<file path="src/design/pcr_pkg.sv">
// ----------------------------------------------------------------------------
// pcr_pkg
// Shared constants and controller/datapath interface types for the prime
// counter.
// ----------------------------------------------------------------------------
package pcr_pkg;

    localparam int NUMBER_BITS_DEFAULT = 16;
    localparam int COUNT_BITS          = 16;
    localparam logic [COUNT_BITS-1:0] COUNT_MAX = '1;

    // controller -> datapath
    typedef struct packed {
        logic load_range;   // capture range, clear running count
        logic test_init;    // first trial divisor (two)
        logic div_start;    // restart remainder unit on current candidate
        logic div_step;     // one quotient bit
        logic div_next;     // advance trial divisor
        logic cand_next;    // advance candidate
        logic prime_found;  // with cand_next: candidate was prime
        logic out_load;     // copy running count to output register
    } pcr_cmd_t;

    // datapath -> controller
    typedef struct packed {
        logic cand_done;    // candidate reached end of range
        logic cand_small;   // candidate below two
        logic div_last;     // final quotient bit this cycle
        logic div_gt_quo;   // divisor squared exceeds candidate
        logic rem_zero;     // divisor divides candidate
    } pcr_status_t;

endpackage

</file>
<file path="src/design/pcr_datapath.sv">
// ----------------------------------------------------------------------------
// pcr_datapath
// Candidate/divisor registers, restoring remainder unit and count registers.
// ----------------------------------------------------------------------------
module pcr_datapath
    import pcr_pkg::*;
#(
    parameter int NUMBER_BITS = NUMBER_BITS_DEFAULT
) (
    input  logic                   aclk,
    input  logic [NUMBER_BITS-1:0] range_start,
    input  logic [NUMBER_BITS-1:0] range_end,
    input  pcr_cmd_t               cmd,
    output pcr_status_t            status,
    output logic [COUNT_BITS-1:0]  prime_count
);

    localparam int STEP_BITS = $clog2(NUMBER_BITS);
    localparam logic [STEP_BITS-1:0] STEP_LAST = STEP_BITS'(NUMBER_BITS - 1);

    logic [NUMBER_BITS-1:0] cand_reg,    cand_next;
    logic [NUMBER_BITS-1:0] end_reg,     end_next;
    logic [NUMBER_BITS-1:0] divisor_reg, divisor_next;
    logic [NUMBER_BITS-1:0] rem_reg,     rem_next;
    logic [NUMBER_BITS-1:0] quo_reg,     quo_next;
    logic [STEP_BITS-1:0]   step_reg,    step_next;
    logic [COUNT_BITS-1:0]  count_reg,   count_next;
    logic [COUNT_BITS-1:0]  out_reg,     out_next;

    logic [NUMBER_BITS:0]   shifted;
    logic                   fits;

    // one restoring step: bring in the next dividend bit, subtract if it fits
    assign shifted = {rem_reg, quo_reg[NUMBER_BITS-1]};
    assign fits    = shifted >= {1'b0, divisor_reg};

    always_comb begin
        cand_next    = cand_reg;
        end_next     = end_reg;
        divisor_next = divisor_reg;
        rem_next     = rem_reg;
        quo_next     = quo_reg;
        step_next    = step_reg;
        count_next   = count_reg;
        out_next     = out_reg;

        if (cmd.load_range) begin
            cand_next  = range_start;
            end_next   = range_end;
            count_next = '0;
        end
        if (cmd.test_init) begin
            divisor_next = NUMBER_BITS'(2);
        end
        if (cmd.div_next) begin
            divisor_next = divisor_reg + NUMBER_BITS'(1);
        end
        if (cmd.div_start) begin
            rem_next  = '0;
            quo_next  = cand_reg;
            step_next = '0;
        end
        if (cmd.div_step) begin
            rem_next  = fits ? NUMBER_BITS'(shifted - {1'b0, divisor_reg})
                             : shifted[NUMBER_BITS-1:0];
            quo_next  = {quo_reg[NUMBER_BITS-2:0], fits};
            step_next = step_reg + STEP_BITS'(1);
        end
        if (cmd.cand_next) begin
            cand_next = cand_reg + NUMBER_BITS'(1);
            if (cmd.prime_found && count_reg != COUNT_MAX) begin
                count_next = count_reg + COUNT_BITS'(1);
            end
        end
        if (cmd.out_load) begin
            out_next = count_reg;
        end
    end

    always_ff @(posedge aclk) begin
        cand_reg    <= cand_next;
        end_reg     <= end_next;
        divisor_reg <= divisor_next;
        rem_reg     <= rem_next;
        quo_reg     <= quo_next;
        step_reg    <= step_next;
        count_reg   <= count_next;
        out_reg     <= out_next;
    end

    // d*d > n exactly when d > floor(n/d)
    assign status.cand_done  = cand_reg >= end_reg;
    assign status.cand_small = cand_reg < NUMBER_BITS'(2);
    assign status.div_last   = step_reg == STEP_LAST;
    assign status.div_gt_quo = divisor_reg > quo_reg;
    assign status.rem_zero   = rem_reg == '0;

    assign prime_count = out_reg;

endmodule

</file>
<file path="src/design/pcr_controller.sv">
// ----------------------------------------------------------------------------
// pcr_controller
// Sequencer for range walk, trial division and the output handshake.
// ----------------------------------------------------------------------------
module pcr_controller
    import pcr_pkg::*;
(
    input  logic        aclk,
    input  logic        aresetn,
    input  logic        s_valid,
    output logic        s_ready,
    output logic        m_valid,
    input  logic        m_ready,
    input  pcr_status_t status,
    output pcr_cmd_t    cmd
);

    localparam logic [2:0] ST_IDLE = 3'd0;
    localparam logic [2:0] ST_CAND = 3'd1;
    localparam logic [2:0] ST_DIV  = 3'd2;
    localparam logic [2:0] ST_EVAL = 3'd3;
    localparam logic [2:0] ST_FIN  = 3'd4;

    logic [2:0] state_reg, state_next;
    logic       valid_reg, valid_next;

    always_comb begin
        state_next = state_reg;
        cmd        = '0;

        unique case (state_reg)
            ST_IDLE: begin
                if (s_valid) begin
                    cmd.load_range = 1'b1;
                    state_next     = ST_CAND;
                end
            end
            ST_CAND: begin
                if (status.cand_done) begin
                    state_next = ST_FIN;
                end else if (status.cand_small) begin
                    cmd.cand_next = 1'b1;
                end else begin
                    cmd.test_init = 1'b1;
                    cmd.div_start = 1'b1;
                    state_next    = ST_DIV;
                end
            end
            ST_DIV: begin
                cmd.div_step = 1'b1;
                if (status.div_last) begin
                    state_next = ST_EVAL;
                end
            end
            ST_EVAL: begin
                if (status.div_gt_quo) begin
                    cmd.cand_next   = 1'b1;
                    cmd.prime_found = 1'b1;
                    state_next      = ST_CAND;
                end else if (status.rem_zero) begin
                    cmd.cand_next = 1'b1;
                    state_next    = ST_CAND;
                end else begin
                    cmd.div_next  = 1'b1;
                    cmd.div_start = 1'b1;
                    state_next    = ST_DIV;
                end
            end
            ST_FIN: begin
                if (!valid_reg || m_ready) begin
                    cmd.out_load = 1'b1;
                    state_next   = ST_IDLE;
                end
            end
            default: begin
                state_next = ST_IDLE;
            end
        endcase
    end

    always_comb begin
        valid_next = valid_reg;
        if (valid_reg && m_ready) begin
            valid_next = 1'b0;
        end
        if (cmd.out_load) begin
            valid_next = 1'b1;
        end
    end

    always_ff @(posedge aclk) begin
        if (!aresetn) begin
            state_reg <= ST_IDLE;
            valid_reg <= 1'b0;
        end else begin
            state_reg <= state_next;
            valid_reg <= valid_next;
        end
    end

    assign s_ready = state_reg == ST_IDLE;
    assign m_valid = valid_reg;

endmodule

</file>
<file path="src/design/prime_count_in_range.sv">
// ----------------------------------------------------------------------------
// prime_count_in_range
// Counts the primes in [start, end) by trial division with a shared
// restoring remainder unit.
// ----------------------------------------------------------------------------
//  channel | direction | handshake          | payload
//  s_      | in        | s_valid / s_ready  | s_range_start, s_range_end
//  m_      | out       | m_valid / m_ready  | m_prime_count
//
//  Candidates below two are skipped; for each other candidate, trial
//  divisors are tried from two upward. The remainder unit gives one quotient
//  bit per cycle, NB = NUMBER_BITS quotient bits per divisor, then an
//  evaluation step: prime once the divisor exceeds the quotient, composite
//  on a zero remainder. The sequencer returns to idle before the next range.
//  Reset (aresetn low, synchronous) returns the sequencer to idle and
//  empties the output register; datapath registers are not reset.
//  s_ready is high only while idle; a finished count waits in the output
//  register, so a new transaction may be accepted while m_valid is held.
// ----------------------------------------------------------------------------
module prime_count_in_range
    import pcr_pkg::*;
#(
    parameter int NUMBER_BITS = NUMBER_BITS_DEFAULT
) (
    input  logic                   aclk,
    input  logic                   aresetn,

    input  logic                   s_valid,
    output logic                   s_ready,
    input  logic [NUMBER_BITS-1:0] s_range_start,
    input  logic [NUMBER_BITS-1:0] s_range_end,

    output logic                   m_valid,
    input  logic                   m_ready,
    output logic [COUNT_BITS-1:0]  m_prime_count
);

    pcr_cmd_t    cmd;
    pcr_status_t status;

    // sequencer: range walk, divisor loop, output register valid
    pcr_controller u_ctrl (
        .aclk    (aclk),
        .aresetn (aresetn),
        .s_valid (s_valid),
        .s_ready (s_ready),
        .m_valid (m_valid),
        .m_ready (m_ready),
        .status  (status),
        .cmd     (cmd)
    );

    // registers, remainder unit, count and output data
    pcr_datapath #(
        .NUMBER_BITS (NUMBER_BITS)
    ) u_dp (
        .aclk        (aclk),
        .range_start (s_range_start),
        .range_end   (s_range_end),
        .cmd         (cmd),
        .status      (status),
        .prime_count (m_prime_count)
    );

endmodule

</file>
<file path="config.mk">
export PLATFORM = sky130hd
export DESIGN_NAME = prime_count_in_range
export DESIGN_NICKNAME = d
export VERILOG_FILES = /design/src/design/pcr_pkg.sv /design/src/design/pcr_datapath.sv /design/src/design/pcr_controller.sv /design/src/design/prime_count_in_range.sv
export SDC_FILE = /design/constraint.sdc
export NUM_CORES = 1
export LEC_CHECK = 0
export BUFFER_PORTS_ARGS = -buffer_cell sky130_fd_sc_hd__buf_2
export CAP_MARGIN = 20
export CELL_PAD_IN_SITES_DETAIL_PLACEMENT = 1
export CELL_PAD_IN_SITES_GLOBAL_PLACEMENT = 1
export CORE_ASPECT_RATIO = 1.5
export CORE_MARGIN = 8
export CORE_UTILIZATION = 30
export DETAILED_ROUTE_END_ITERATION = 8
export HOLD_SLACK_MARGIN = 0.1
export PLACE_DENSITY_LB_ADDON = 0.1
export SLEW_MARGIN = 30
export SYNTH_ARGS = -nofsm -noshare
export SYNTH_HDL_FRONTEND = slang
export SYNTH_SLANG_ARGS = --single-unit
</file>
<file path="constraint.sdc">
create_clock -name aclk -period 6 [get_ports aclk]
set_clock_uncertainty 0.15 [all_clocks]
set_input_delay 0.9 -clock aclk [delete_from_list [all_inputs] [get_ports aclk]]
set_output_delay 0.9 -clock aclk [all_outputs]
set_load 0.005 [all_outputs]
</file>
==> metrics.yaml, run 1 <==
clockBufferDepth: 2
timing.final.crit_share: 0.6625
internal-power_mw: 1.817
vias: 5154
synth.avg_cell_area_sq_um: 10.46
post_cts_resized: 0
synth_nets: 749
hold_start: "u_dp.count_reg[14]"
yosysSeqAreaShare: 0.4930
wl_microns: 18970
n_fill_cell: 2596
p_seq_frac: 0.416
synth_flop_cell: "edfxtp_1"
p_switching_uw: 709.2
finalSetupViolations: 0
startpoint_type: "register"
layout.nets: 810
grt_setup_unrepaired: "false"
root_buffer: "clkbuf_16"
ys_types: 60
syn_inst: 660
route.detailed.drc: 0
die_area_sq_um: 28220
dr.pass1.iters: 4
end_kind: "register"
netlist_area_sq_um: 6903
cellLeakagePower_nw: 3.204
post_drt_wl_per_cell_microns: 18.71
final.setup.tns_ns: 0
syn_to_final_growth_pct: 17.31
numCtsBuffers: 17
drv_cap: 0
io_buffers: 53
relSlewSlack: 0.3835
period_minus_slack_ns: 3.975
placed_cells: 982
antenna_found_initial: 0
core_sq_um: 22800
crit_arrival_ns: 3.88
setup.worst_path.class: "reg -> reg"
finalNonFillerCells: 1014
multi_input_area_sq_um: 3208
grt_max_degree: 44
h-tree-depth: 4
max_freq_ghz: 0.2516
gp_congestion: 0.7769
swShare: 0.2808
start_util: 0.3027
ant_nets: 0
powerDensity_nw_per_um2: 311.9
path_clk_slew_ns: 0.05
synth_edf_count: 100
dieWidth_microns: 139.9
final_util: 0.3551
cts.sinks: 120
n_antenna_cell: 0
postCtsSetupBuffers: 0
grt_pass1_wl_microns: 30820
peakVddDrop_uv: 191.9
hold_viol_final: 0
synth_warnings: 0
worst_pin_slew_ns: 0.9247
grt_overflow: 0
fp-row-count: 68
die_y_microns: 201.8
status: "completed"
combPwrFrac: 0.169
clkLatencyLatePin_ns: 0.43
drt_iter0_markers: 160
async_flop_share: 0
cts_tree: "done"
required_ns: 5.90
hold_path_class: "reg -> reg"
drive_gt1_frac: 0.1621
r2r_start: "u_dp.cand_reg[7]"
pwr-share-clk: 0.414
postCtsHoldBufs: 0
regArea_sq_um: 3403
synth-seq-cells: 120
grtUsageTotal: 0.1412
vias_per_cell: 5.083
hold_ws_ns: 0.3654
ioPinCount: 54
grt_pass1_vias: 5704
dp_hpwl_microns: 14570
finalMaxSlewViolations: 0
crit_fanout: 18
critPathLaunch: "u_dp.cand_reg[7]"
-- metrics by stage --
stage	setup slack (ns)	power, mW	area (sq um)
after floorplan	1.721	1.355	6903
after global placement	1.857	1.490	7471
after detailed placement	1.971	1.506	7483
after CTS	1.956	2.579	8098
after global routing	1.813	2.660	8098
final	2.025	2.526	8098
-- per-layer routing --
metal,global-route usage,part of all wire,vias up
met5,0,0,-
li1,-,-,2529
met1,0.1481,0.41,2547
met2,0.2642,0.55,55
met3,0.03165,0.022,23
met4,0.05956,0.020,0
-- worst paths after layout --
kind / slack, ns / end / cells past startpoint
setup / recovery: 2.03 / u_dp.cand_reg[14] / 8
hold / removal: 0.37 / u_dp.prime_count[14] / 0
setup reg to reg: 2.03 / u_dp.cand_reg[14] / 8
hold reg to reg: 0.37 / u_dp.prime_count[14] / 0
-- layout by cell type (no fill, tap or decap), types with 4 or more instances in the layout --
master     synthesis  final
nand4_1           18     18
inv_1             61     61
a21o_1             8      8
ha_1              52     52
a211oi_1           8      8
nor3_1            13     13
clkbuf_16          0     20
nand3_1           32     32
xnor2_1           31     31
or3_1              9      9
xor2_1            11     11
mux2_2             8      8
clkinv_2           0      5
nor4_1             7      7
edfxtp_1         100    100
nor3b_1            4      4
mux2_4             7      7
nor2b_1            5      5
and2_1             4      4
dfxtp_1           20     20
and3_1             8      8
o21ai_0           46     45
nand2b_1           6      6
a21oi_1           37     37
and4_1             4      4
nor2_1            42     42
buf_2              5     54
nand2_1           64     64
-- power groups by stage --
stage	Combinational (mW)	Clock (mW)	Sequential (mW)
after floorplan	0.309	0	1.05
after global placement	0.423	0	1.07
after detailed placement	0.436	0	1.07
after CTS	0.440	1.09	1.05
after global routing	0.490	1.11	1.06
final	0.428	1.05	1.05
-- final cells by class --
cell class,count,share of cell area
Sequential cell,120,0.4203
Multi-Input combinational cell,464,0.3962
Clock buffer,22,0.06520
Tap cell,280,0.04326
Timing Repair Buffer,57,0.03616
Inverter,61,0.02828
Clock inverter,10,0.01066
-- cell usage after synthesis (all sizes together), types with 3 or more instances --
cell    count  area, sq um
o21ai      47        239.0
nor3b       4        30.03
nor2b       5        31.28
a211oi     10        92.59
nand3      32        160.2
nand2b      6        37.54
a21oi      38        193.9
nor2       42        157.7
nor4        8        56.30
xor2       11        96.34
and2        4        25.02
nand4      18        112.6
buf         8        47.54
inv        61        229.0
edfxtp    100         3003
xnor2      31        271.5
nor3       13        65.06
a21o        8        60.06
mux2       15        195.2
nand2      64        240.2
and3        8        50.05
clkbuf      7        26.28
dfxtp      20        400.4
o31ai       3        22.52
or3         9        56.30
and4        4        35.03
a211o       3        26.28
o211ai      3        27.52
ha         52        650.6
-- critical path: stages, from the launching register on --
cell       delay, ns
edfxtp_1        0.51
ha_1            0.34
and3_1          0.16
a221o_1         0.29
a21oi_1         0.15
a211oi_1        0.08
or3_1           0.51
o2bb2ai_4       0.61
nand2b_1        0.76
-- cell families (layout without fill, tap and decap cells) --
kind of cell	after synthesis	in the layout	synth area share
buffers and inverters	76	150	0.04386
adder cells (fa/ha/maj)	53	53	0.09715
XOR/XNOR	42	42	0.05329
multiplexers	16	16	0.02973
AO/OA/AOI/OAI	129	129	0.1214
AND/OR/NAND/NOR	224	224	0.1615
flip-flops	120	120	0.4930
(Power assumes the default switching activity.)
==> run 2: changes to the inputs <==
==> constraint.sdc (replaced) <==
create_clock -name aclk -period 3.4 [get_ports aclk]
set_clock_uncertainty 0.15 [all_clocks]
set_input_delay 0.51 -clock aclk [delete_from_list [all_inputs] [get_ports aclk]]
set_output_delay 0.51 -clock aclk [all_outputs]
set_load 0.005 [all_outputs]
==> run 2 against run 1 <==
- clock-buffer cell count stayed put
- largest cell class unchanged
- design area up 4.6%
- power up 82%
- non-clock buffer count grew 38
==> metrics.yaml, run 2 (synthesis gave the netlist of run 1 again) <==
power.total_mw: 4.606  # +82%
relSlewSlack: 0.4822  # +0.09874
post_drt_wl_per_cell_microns: 19.04  # +1.8%
required_ns: 3.38  # -2.52 ns
finalSetupViolations: 0  # unchanged
grt_pass1_vias: 6069  # +6.4%
die_y_microns: 201.8  # unchanged
n_fill_cell: 2606  # +0.39%
vias: 5300  # +2.8%
core_sq_um: 22800  # unchanged
dp_hpwl_microns: 15400  # +5.7%
grtUsageTotal: 0.1508  # +0.009665
h-tree-depth: 4  # unchanged
start_util: 0.3027  # unchanged
final_util: 0.3714  # +0.01630
io_buffers: 53  # unchanged
dr.pass1.iters: 4  # unchanged
clockBufferDepth: 2  # unchanged
cellLeakagePower_nw: 3.409  # +6.4%
antenna_found_initial: 0  # unchanged
hold_end: "u_dp.end_reg[1]"
vias_per_cell: 5.038  # -0.88%
drt_iter0_markers: 160  # unchanged
timing.final.crit_share: 0.9291  # +0.2666
max_freq_ghz: 0.3166  # +26%
end_kind: "register"
fp-row-count: 68  # unchanged
status: "completed"
wl_microns: 20030  # +5.6%
grt_setup_unrepaired: "false"
crit_fanout: 17  # -1
root_buffer: "clkbuf_16"
layout.nets: 848  # +4.7%
drive_gt1_frac: 0.1801  # +0.01793
crit_arrival_ns: 3.14  # -0.74 ns
setup.worst_path.class: "reg -> reg"
r2r_start: "u_dp.divisor_reg[13]"
final_cell_mix: "edfxtp_1, nand2_1, inv_1"
cts.sinks: 120  # unchanged
cts_tree: "done"
path_clk_slew_ns: 0.06  # about the same
ioPinCount: 54  # unchanged
regToRegSetupSlack_ns: 0.24  # -1.78 ns
gp_congestion: 0.7713  # -0.72%
syn_to_final_growth_pct: 22.69
final_common_cell: "edfxtp_1"
n_antenna_cell: 0  # unchanged
finalMaxSlewViolations: 0  # unchanged
dieWidth_microns: 139.9  # unchanged
route.detailed.drc: 0  # unchanged
grt_max_degree: 44  # unchanged
reg2reg_to: "u_dp.divisor_reg[0]"
die_area_sq_um: 28220  # unchanged
min_path_cells: 1  # +1
powerDensity_nw_per_um2: 543.8  # +74%
numCtsBuffers: 17  # unchanged
worst_pin_slew_ns: 0.7767  # -0.1480 ns
period_minus_slack_ns: 3.159  # -0.8159 ns
drv_cap: 0  # unchanged
hold_ws_ns: 0.1229  # -0.2425 ns
hold_start: "s_range_end[1]"
grt_overflow: 0  # unchanged
final.setup.tns_ns: 0  # unchanged
hold_path_class: "in -> reg"
ant_nets: 0  # unchanged
startpoint_type: "register"
clkLatencyLatePin_ns: 0.42  # about the same
r2r_cells: 10  # +2
grt_pass1_wl_microns: 32980  # +7.0%
hold_viol_final: 0  # unchanged
peakVddDrop_uv: 399.7  # +110%
[run 2: cell count changes in the layout (fill, tap and decap cells not counted), sizes merged]
cell / change
buf: +25
bufinv: +3
clkinvlp: -3
dlygate4sd3: +13
[run 2: worst max path at each step]
stage | startpoint | to | slack (ns) | cells after the start
2_1_floorplan | u_dp.cand_reg[6] | u_dp.quo_reg[0] | -0.82 | 7
3_3_place_gp | u_dp.divisor_reg[13] | u_dp.cand_reg[12] | 0.008 | 8
3_5_place_dp | u_dp.divisor_reg[13] | u_dp.cand_reg[12] | -0.09 | 8
4_1_cts | u_dp.divisor_reg[13] | u_dp.divisor_reg[3] | 0.21 | 10
5_1_grt | u_dp.divisor_reg[8] | u_dp.rem_reg[9] | 0.06 | 9
6_report | u_dp.divisor_reg[13] | u_dp.divisor_reg[0] | 0.24 | 10
[run 2: area by class of cell]
type                       count  area, sq um  share of cell area
clock buffer                  22        464.2             0.05481
clock inverter                10        148.9             0.01758
inverter                      61        229.0             0.02704
multi-input combinational    464         3211              0.3791
sequential                   120         3403              0.4018
tap                          280        350.3             0.04137
timing repair buffer          95        663.1             0.07830
[run 2: timing repair]
item	CTS	global route
resized for setup	1	0
hold buffers	13	0
setup buffers	3	0
setup endpoints to repair	16	0
hold endpoints to repair	13	0
[run 2: metal layers]
layer	wire, microns	GRT usage
met5	0	0
met4	412	0.05489
met3	497	0.03141
met2	11420	0.2977
met1	7702	0.1501
[run 2: per-stage QoR]
stage          cells  setup slack [ns]  cell area [sq um]
2_1_floorplan    660           -0.8220               6908
3_3_place_gp    1004          0.007562               7682
3_5_place_dp    1004          -0.08530               7682
4_1_cts         1052            0.2120               8469
5_1_grt         1052           0.06259               8469
6_report        1052            0.2411               8469
[run 2: where the power goes]
group	internal (mW)	switching, mW
Sequential	1.75	0.0933
Clock	1.26	0.655
Combinational	0.351	0.503
Total	3.35	1.25
[run 2: worst max-delay path, cell delays in order (launching register included)]
cell      delay (ns)
edfxtp_1        0.44
ha_1            0.34
nand4_1         0.08
buf_4           0.15
nor3_1          0.09
or4_4           0.52
a211oi_4        0.36
o211ai_2        0.15
buf_4           0.23
o21ai_1         0.16
buf_12          0.20
==> run 3: changes to the inputs <==
--- a/config.mk
+++ b/config.mk
@@ -18,4 +18,5 @@
 export SLEW_MARGIN = 30
 export SYNTH_ARGS = -nofsm -noshare
 export SYNTH_HDL_FRONTEND = slang
+export SYNTH_HIERARCHICAL = 1
 export SYNTH_SLANG_ARGS = --single-unit
==> run 3 against run 2 <==
- sequential cell count stayed put
- clock power shrank 4%
- clock-buffer cell count shrank 2
- critical path depth grew 4
- synthesized cell count increased by 6.2%
- power up 85%
- combinational power rose to 4.7 times the previous value
- fmax decreased by 4.1%
- die area increased by 4.7%
- hold slack better by 0.0095 ns
- critical path type unchanged
- highest routed layer unchanged
==> metrics.yaml, run 3 <==
status: "completed"
final_common_cell: "edfxtp_1"
root_buffer: "clkbuf_16"
numCtsBuffers: 17  # unchanged
worst_path_max_delay_cell: "or4b_4"
netlist_area_sq_um: 7264  # +5.2%
startpoint_type: "register"
die_area_sq_um: 29550  # +4.7%
vias: 5754  # +8.6%
power.total_mw: 8.522  # +85%
drt_iter0_markers: 174  # +8.8%
peakVddDrop_uv: 403.1  # +0.85%
n_antenna_cell: 0  # unchanged
drive_gt1_frac: 0.2273  # +0.04728
clkLatencyLatePin_ns: 0.42  # about the same
grt_setup_unrepaired: "true"
cellLeakagePower_nw: 3.589  # +5.3%
hold_viol_final: 0  # unchanged
worst_pin_slew_ns: 0.6734  # -0.1033 ns
hold_ws_ns: 0.1324  # +0.009465 ns
combPwrFrac: 0.476  # +0.290
synth_warnings: 6  # +6
synth_top_area_share: 0.4134  # -0.02165
synth_nets: 790  # +5.5%
timing.final.crit_share: 0.9692  # +0.04010
hold_path_class: "in -> reg"
synth_common_cells: "edfxtp_1, inv_1, ha_1"
synth-seq-cells: 120  # unchanged
regArea_sq_um: 3403  # unchanged
crit_arrival_ns: 3.45  # +0.31 ns
async_flop_share: 0  # unchanged
internal-power_mw: 5.074  # +51%
finalMaxSlewViolations: 0  # unchanged
grt_overflow: 0  # unchanged
fin_area_sq_um: 9009  # +6.4%
p_seq_frac: 0.308  # -0.092
preCtsSetupSlack_ns: -0.07120  # +0.01411 ns
cts.sinks: 120  # unchanged
multi_input_area_sq_um: 3598  # +12%
synth_top_area_cell: "edfxtp_1"
dr.pass1.iters: 4  # unchanged
h-tree-depth: 4  # unchanged
hold_end: "u_dp/end_reg[0]"
powerDensity_nw_per_um2: 946.0  # +74%
grtUsageTotal: 0.1472  # -0.003666
yosysSeqAreaShare: 0.4685  # -0.02454
relSlewSlack: 0.5469  # +0.06471
antenna_found_initial: 0  # unchanged
wl_microns: 21300  # +6.3%
path_clk_slew_ns: 0.06  # about the same
finalSetupViolations: 0  # unchanged
grt_pass1_wl_microns: 32930  # -0.15%
vias_per_cell: 4.999  # -0.77%
cts_tree: "done"
cpMostUsedCell: "a21o_1"
die_y_microns: 206.6  # +2.4%
synthMostInstantiatedCell: "edfxtp_1"
ys_types: 66  # +10%
regToRegSetupSlack_ns: 0.10  # -0.14 ns
required_ns: 3.55  # +0.17 ns
final_cell_mix: "edfxtp_1, buf_2, inv_1"
fp-row-count: 70  # +2.9%
ioPinCount: 54  # unchanged
n_fill_cell: 2707  # +3.9%
ant_nets: 0  # unchanged
dieWidth_microns: 143.1  # +2.3%
period_minus_slack_ns: 3.295  # +0.1363 ns
place_area_sq_um: 8155  # +6.2%
drv_cap: 0  # unchanged
route.detailed.drc: 0  # unchanged
finalNonFillerCells: 1151  # +9.4%
synthTopCellsByArea: "edfxtp_1, ha_1, dfxtp_1, a21oi_1, inv_1"
critPathLaunch: "u_dp/cand_reg[0]"
crit_buf_inv: 1  # -2
synth.avg_cell_area_sq_um: 10.36  # -0.92%
synth_flop_cell: "edfxtp_1"
min_path_cells: 1  # unchanged
syn_to_final_growth_pct: 24.01
dp_hpwl_microns: 16290  # +5.8%
clockBufferDepth: 2  # unchanged
start_util: 0.3016  # -0.001122
max_freq_ghz: 0.3035  # -4.1%
post_drt_wl_per_cell_microns: 18.50  # -2.8%
syn_inst: 701  # +6.2%
placed_cells: 1096  # +9.2%
crit_family: "compound AO/OA/AOI/OAI gates"
reg2reg_to: "u_dp/count_reg[9]"
io_buffers: 53  # unchanged
hold_start: "s_range_end[0]"
layout.nets: 903  # +6.5%
r2r_start: "u_dp/cand_reg[0]"
end_kind: "register"
grt_max_degree: 37  # -16%
setup.worst_path.class: "reg -> reg"
crit_fanout: 7  # -10
core_sq_um: 24090  # +5.6%
cp_cell_sequence: "inv_2 > ha_1 > nand2b_1 > a21o_1 > a21o_1 > a21oi_2 > o21ai_1 > a41o_1 > or4b_4 > o31ai_4 > o211ai_1 > and2b_2 > o21ai_2 > o31ai_1"
swShare: 0.4046  # +0.1329
grt_pass1_vias: 6266  # +3.2%
p_switching_mw: 3.448  # +180%
r2r_cells: 14  # +4
max_stage_delay_ns: 0.51  # about the same
pwr-share-clk: 0.216  # -0.199
synth_edf_count: 100  # unchanged
gp_congestion: 0.8089  # +4.9%
layout_setup_ws_ns: 0.1047  # -0.1363 ns
## run 3: changes by cell type in the layout (fill, tap and decap cells not counted), sizes merged, moves of 7 or more
| cell | delta |
|---|---|
| nor2 | +7 |
| and2 | +12 |
| buf | +20 |
| a21o | +8 |
| xnor2 | -8 |
| nand2 | -27 |
| o31ai | +7 |
## run 3: layer usage
layer | global-route usage | wire length, microns | part of all wire | vias to the layer above
met5 | 0 | 0 | 0 | -
met3 | 0.02970 | 442 | 0.021 | 43
met1 | 0.1424 | 8071 | 0.38 | 2819
met4 | 0.08914 | 896 | 0.042 | 0
met2 | 0.2797 | 11880 | 0.56 | 80
li1 | - | - | - | 2812
## run 3: kinds of logic after synthesis
kind of cell	Yosys count	synth area share
flip-flops	120	0.4685
buffers and inverters	79	0.04754
multiplexers	19	0.02911
adder cells (fa/ha/maj)	53	0.09232
AO/OA/AOI/OAI	156	0.1436
XOR/XNOR	36	0.04340
AND/OR/NAND/NOR	238	0.1755
## run 3: power groups by stage
stage	Sequential, mW	Clock (mW)	Combinational (mW)
after floorplan	2.53	0	2.71
after global placement	2.65	0	3.87
after detailed placement	2.67	0	3.98
after CTS	2.64	1.90	4.02
after global routing	2.68	1.96	4.50
final	2.62	1.84	4.05
## run 3: stage by stage
step	setup TNS, ns	utilization
2_1_floorplan	0	-
6_report	0	0.3740
3_5_place_dp	-0.3796	0.3386
5_1_grt	-0.2957	0.3740
4_1_cts	0	0.3698
3_3_place_gp	0	0.3386
## run 3: repair_timing
item                                    CTS  global route
pin swaps                                 1             9
hold buffers                             15             0
endpoints found under the setup margin   25            95
setup buffers                             0             4
gates cloned                              0             4
endpoints found under the hold margin    15             0
resized for setup                         3            33
## run 3: final cells by class
cell class | instances | share of cell area
Tap cell | 324 | 0.04500
Sequential cell | 120 | 0.3778
Multi-Input combinational cell | 504 | 0.3994
Inverter | 54 | 0.02250
Timing Repair Buffer | 117 | 0.08917
Clock inverter | 12 | 0.01653
Clock buffer | 20 | 0.04958
## run 3: worst max-delay path by stage
| stage | end | slack, ns | cells past startpoint |
|---|---|---|---|
| 6_report | u_dp/count_reg[9] | 0.10 | 14 |
| 5_1_grt | u_dp/count_reg[11] | -0.05 | 14 |
| 4_1_cts | u_dp/cand_reg[7] | 0.0008 | 12 |
| 3_5_place_dp | u_dp/count_reg[8] | -0.07 | 14 |
| 3_3_place_gp | u_dp/count_reg[7] | 0.04 | 14 |
| 2_1_floorplan | u_dp/count_reg[10] | 0.03 | 16 |
